--- src/sv/trigram_indexed_word_lookup_macros.svh ---
// Assertion macros for the trigram indexed word lookup block.
`ifndef TRIGRAM_INDEXED_WORD_LOOKUP_MACROS_SVH
`define TRIGRAM_INDEXED_WORD_LOOKUP_MACROS_SVH
`ifndef SYNTHESIS
`define TIWL_ASSERT_SAME(label, clk, rst, pre, post) \
   label: assert property (@(posedge clk) disable iff (rst) (pre) |-> (post)) \
      else $error("assertion failed");
`define TIWL_ASSERT_NEXT(label, clk, rst, pre, post) \
   label: assert property (@(posedge clk) disable iff (rst) (pre) |=> (post)) \
      else $error("assertion failed");
`else
`define TIWL_ASSERT_SAME(label, clk, rst, pre, post)
`define TIWL_ASSERT_NEXT(label, clk, rst, pre, post)
`endif
`endif

--- src/sv/tiwl_pkg.sv ---
// Shared constants and types for the trigram indexed word lookup block.
package tiwl_pkg;
   localparam int MAX_LETTERS = 16;
   localparam int WORD_SLOTS = 4096;
   localparam int ALPHABET = 26;
   localparam int GROUP_LETTERS = 3;
   localparam int GROUPS = ALPHABET * ALPHABET * ALPHABET;
   localparam int CODE_W = 5;
   localparam int LEN_W = 5;
   localparam int IDX_W = $clog2(MAX_LETTERS);
   localparam int SLOT_W = $clog2(WORD_SLOTS);
   localparam int TOTAL_W = SLOT_W + 1;
   localparam int ADDR_W = SLOT_W + IDX_W;
   localparam int GROUP_W = $clog2(GROUPS);

   localparam logic [2:0] ST_NOT_FOUND = 3'd0;
   localparam logic [2:0] ST_PREFIX = 3'd1;
   localparam logic [2:0] ST_EXACT = 3'd2;
   localparam logic [2:0] ST_STORED = 3'd3;
   localparam logic [2:0] ST_SHORT = 3'd4;
   localparam logic [2:0] ST_LONG = 3'd5;
   localparam logic [2:0] ST_FULL = 3'd6;
   localparam logic [2:0] ST_ORDER = 3'd7;

   typedef enum logic [3:0] {
      S_CLEAR, S_IDLE, S_CHECK, S_GRPW, S_NEXT, S_CMP, S_COMMIT, S_DONE
   } state_type;

   typedef logic [MAX_LETTERS-1:0][CODE_W-1:0] letters_type;

   typedef struct packed {
      logic done;
      logic func;
      logic [LEN_W-1:0] len;
      logic we;
      logic [ADDR_W-1:0] waddr;
      logic [CODE_W-1:0] wdata;
   } ingest_type;
endpackage

--- src/sv/tiwl_ingest.sv ---
// Letter intake: pending length, word buffer and letter store write request.
module tiwl_ingest (
   input  logic clock,
   input  logic reset,
   input  logic accept,
   input  logic func,
   input  logic [tiwl_pkg::CODE_W-1:0] letter,
   input  logic last,
   input  logic [tiwl_pkg::TOTAL_W-1:0] word_total,
   output tiwl_pkg::ingest_type ing,
   output tiwl_pkg::letters_type letters
);
   import tiwl_pkg::*;

   logic [LEN_W-1:0] plen_ff, plen_in, eff, newlen;
   logic pfunc_ff;
   letters_type letters_ff;

   always_comb begin
      eff = (plen_ff != '0 && func != pfunc_ff) ? '0 : plen_ff;
      newlen = (eff <= LEN_W'(MAX_LETTERS)) ? eff + 1'b1 : eff;
      plen_in = last ? '0 : newlen;
      ing.done = accept && last;
      ing.func = func;
      ing.len = newlen;
      ing.we = accept && !func && eff < LEN_W'(MAX_LETTERS)
         && word_total < TOTAL_W'(WORD_SLOTS);
      ing.waddr = {word_total[SLOT_W-1:0], eff[IDX_W-1:0]};
      ing.wdata = letter;
   end

   always_ff @(posedge clock) begin
      if (reset) begin
         plen_ff <= '0;
         pfunc_ff <= 1'b0;
      end else if (accept) begin
         plen_ff <= plen_in;
         pfunc_ff <= func;
      end
   end

   always_ff @(posedge clock) begin
      if (accept && eff < LEN_W'(MAX_LETTERS)) begin
         letters_ff[eff[IDX_W-1:0]] <= letter;
      end
   end

   assign letters = letters_ff;
endmodule

--- config.mk ---
export PLATFORM = sky130hd
export DESIGN_NAME = tiwl_ingest
export DESIGN_NICKNAME = d
export VERILOG_FILES = /design/src/sv/trigram_indexed_word_lookup_macros.svh /design/src/sv/tiwl_pkg.sv /design/src/sv/tiwl_ingest.sv
export SDC_FILE = /design/constraint.sdc
export NUM_CORES = 1
export LEC_CHECK = 0
export BUFFER_PORTS_ARGS = -buffer_cell sky130_fd_sc_hd__buf_4
export CORE_MARGIN = 2
export CORE_UTILIZATION = 51
export DETAILED_ROUTE_END_ITERATION = 10
export GPL_TIMING_DRIVEN = 0
export PLACE_DENSITY = 0.84
export SLEW_MARGIN = 10
export SYNTH_ARGS = -nofsm -noshare
export SYNTH_HDL_FRONTEND = slang
export SYNTH_SLANG_ARGS = --single-unit
--- constraint.sdc ---
create_clock -name clock -period 4.7 [get_ports clock]
set_input_delay 0.705 -clock clock [delete_from_list [all_inputs] [get_ports clock]]
set_output_delay 0.705 -clock clock [all_outputs]
set_load 0.1 [all_outputs]
==> flow_metrics.py <==
metrics = {
    "run_status": {
        "status": "finished clean",
    },
    "cts": {
        "cts_setup_buffers": 0,
        "post_cts_resized": 0,
        "ctsHoldBuffers": 0,
        "path_clk_slew_ps": 80,
        "cts_tree": "yes",
        "cts_root_buf": "clkbuf_8",
        "numCtsBuffers": 9,
        "ctsHtreeMaxLevel": 3,
        "clockBufferDepth": 2,
        "insertion_delay_ps": 350,
        "cts.sinks": 86,
    },
    "cells_and_area": {
        "insertedDiodeCount": 0,
        "drive_above_1_share_pct": 50.9,
        "layoutNonFillerInstCount": 397,
        "multi_input_area_um2": 485,
        "regArea_um2": 2520,
        "fin_area_um2": 4350,
        "nFillCells": 345,
        "synthToLayoutAreaGrowth_pct": 36.4,
        "nets": 344,
    },
    "flow_run": {
        "max_cap_viol_count": 0,
    },
    "power_and_ir_drop": {
        "powerDensity_nw_per_um2": 343,
        "total_power_mw": 1.49,
        "p_leak_nw": 1.74,
        "irDropWorstVdd_mv": 0.298,
    },
    "synth": {
        "syn-num-nets": 215,
        "synth.distinct_cells": 38,
        "yosysSeqAreaShare_pct": 79.2,
        "syn_inst": 188,
        "ys_ff_latch": 86,
        "ys_warn_count": 0,
        "synthesis.area_um2": 3190,
        "netlist_top_cells_count": "80 x edfxtp_1, 18 x buf_4, 10 x nor2_1",
        "synth_top_area_cell": "edfxtp_1",
        "synth_top_area_share_pct": 75.4,
        "synthArstFlopShare_pct": 0,
        "synth_flop_cell": "edfxtp_1",
        "yosys-top-cells-area": "edfxtp_1 75%, buf_4 4.2%, dfxtp_1 3.8%",
        "syn_avg_cell_area_um2": 17.0,
        "synth_edf_count": 80,
        "synth.most_common_cell": "edfxtp_1",
    },
    "timing": {
        "finClkSkew_ps": 7.39,
        "fmax_mhz": 301,
        "tightest_slew_ps": 1090,
        "setup_violations": 0,
        "hold_violations": 0,
        "fin_crit_ps": 3330,
        "fin_crit_sh_pct": 70.7,
        "relSlewSlack_pct": 26.8,
        "maxSlewViolCount": 0,
        "grt_setup_unrepaired": "false",
        "finalSetupTns_ps": 0,
    },
    "drt": {
        "routedWlPerCell_um": 18.3,
        "ant_nets": 0,
        "via_per_inst": 5.21,
        "first_pass_iters": 4,
        "wl_um": 7260,
        "drc": 0,
        "vias": 2069,
        "drt-initial-drc-count": 137,
    },
    "worst_setup_path": {
        "crit_buf_inv": 2,
        "worstSetupPathType": "in -> out",
        "cpPeakStageDelay_ps": 490,
        "critical_path.max_fanout": 8,
        "r2r_end": "letters[38]$_DFFE_PP_",
        "rrSetupSlack_ps": 1900,
        "crit_path_start": "func",
        "cp-start-kind": "input pin",
        "path_cells": "buf_4 > xnor2_4 > nand2_1 > ha_1 > or3b_2 > nand3_1 > mux2_2 > buf_4",
        "critPathMostFrequentCell": "buf_4",
        "worstPathArrival_ps": 2620,
        "rr_startpoint": "pfunc_ff$_SDFFE_PP0P_",
        "crit_family": "simple AND/OR/NAND/NOR gates",
        "endpoint_kind": "output port",
        "crit_required_ps": 3990,
        "slowest_stage": "or3b_2",
        "cp.depth": 8,
        "worstSetupEndpoint": "ing[23]",
        "ff2ff_path_depth": 6,
    },
    "die": {
        "core_um2": 5990,
        "die-area_um2": 6900,
        "initial_core_util_pct": 53.2,
        "std_cell_rows": 28,
        "ios": 132,
        "die_w_um": 83.1,
        "fp.dieH_um": 83.1,
    },
    "placement": {
        "gp_congestion": 0.838,
        "dp_hpwl_um": 5160,
        "place_inst": 381,
        "io_buffers": 118,
        "placed_area_um2": 4170,
    },
    "grt": {
        "grt_pass1_wl_um": 11400,
        "grt.total_usage_pct": 21.7,
        "grt_pass1_vias": 2037,
        "grt_start_max_net_pins": 18,
        "grt_overflow": 0,
        "antenna_found_initial": 0,
    },
    "worst_hold_path": {
        "min_path_type": "reg -> reg",
    },
}
-- worst register-to-register path: cells and delay by family (launching register included) --
kind	cells	cell delay [ps]
xor+xnor	1	350
fa+ha+maj	1	280
buf+inv	2	280
flops	1	390
simple gates	2	1120
-- power by group --
group          internal (mW)  switching [mW]
sequential             0.840         0.00314
combinational         0.0408           0.146
clock                  0.193           0.268
total                   1.07           0.418
-- sequential cells by signal, indices dropped and copies added, names as in the netlist --
signal	flops
letters	80
plen_ff	5
pfunc_ff	1
-- layer usage --
metal  track usage [%]  part of all wire (%)
met3              6.36                   9.0
met5                 0                     0
met2              35.8                    49
met4              7.15                   1.3
met1              27.9                    41
-- worst min path at each step --
stage	startpoint	to	slack [ps]	cells past startpoint
final	plen_ff[1]$_SDFFE_PP0P_	plen_ff[1]$_SDFFE_PP0P_	550	2
after CTS	plen_ff[1]$_SDFFE_PP0P_	plen_ff[1]$_SDFFE_PP0P_	550	2
after global placement	plen_ff[1]$_SDFFE_PP0P_	plen_ff[1]$_SDFFE_PP0P_	530	2
after detailed placement	plen_ff[1]$_SDFFE_PP0P_	plen_ff[1]$_SDFFE_PP0P_	530	2
after floorplan	plen_ff[1]$_SDFFE_PP0P_	plen_ff[1]$_SDFFE_PP0P_	490	2
after global routing	reset	plen_ff[0]$_SDFFE_PP0P_	550	2
-- cells in the final DEF (no fill, tap or decap), drive strengths merged, types with 3 or more instances in the layout --
cell and count:
buf 137, and2 3, nor3 6, clkinvlp 3
edfxtp 80, nor2b 3, clkbuf 12, nor4 4
dfxtp 6, inv 11, nor2 14, a21oi 5
ha 4, nand2 8
-- logic make-up after synthesis --
logic type / after synthesis / share of synthesized area, %
flops: 86 / 79.2
buf+inv: 31 / 5.81
simple gates: 46 / 8.01
fa+ha+maj: 4 / 1.57
compound gates: 15 / 3.06
xor+xnor: 3 / 1.41
mux: 3 / 0.982
-- area by class of cell --
class / count / area share (%)
buffer: 22 / 3.48
clock buffer: 9 / 2.85
tap: 75 / 2.16
clock inverter: 7 / 1.12
inverter: 9 / 0.777
sequential: 86 / 58.0
timing repair buffer: 118 / 20.4
multi-input combinational: 71 / 11.2
-- through the flow --
| stage | worst slack [ps] | util, % | hold WS [ps] |
|---|---|---|---|
| 6_report | 1370 | 72.5 | 549 |
| 5_1_grt | 1230 | 72.5 | 555 |
| 4_1_cts | 1380 | 72.5 | 546 |
| 3_5_place_dp | 1380 | 69.7 | 532 |
| 3_3_place_gp | 1410 | 69.7 | 533 |
| 2_1_floorplan | 508 | - | 494 |
No activity file was read; power rests on OpenSTA's default activity.
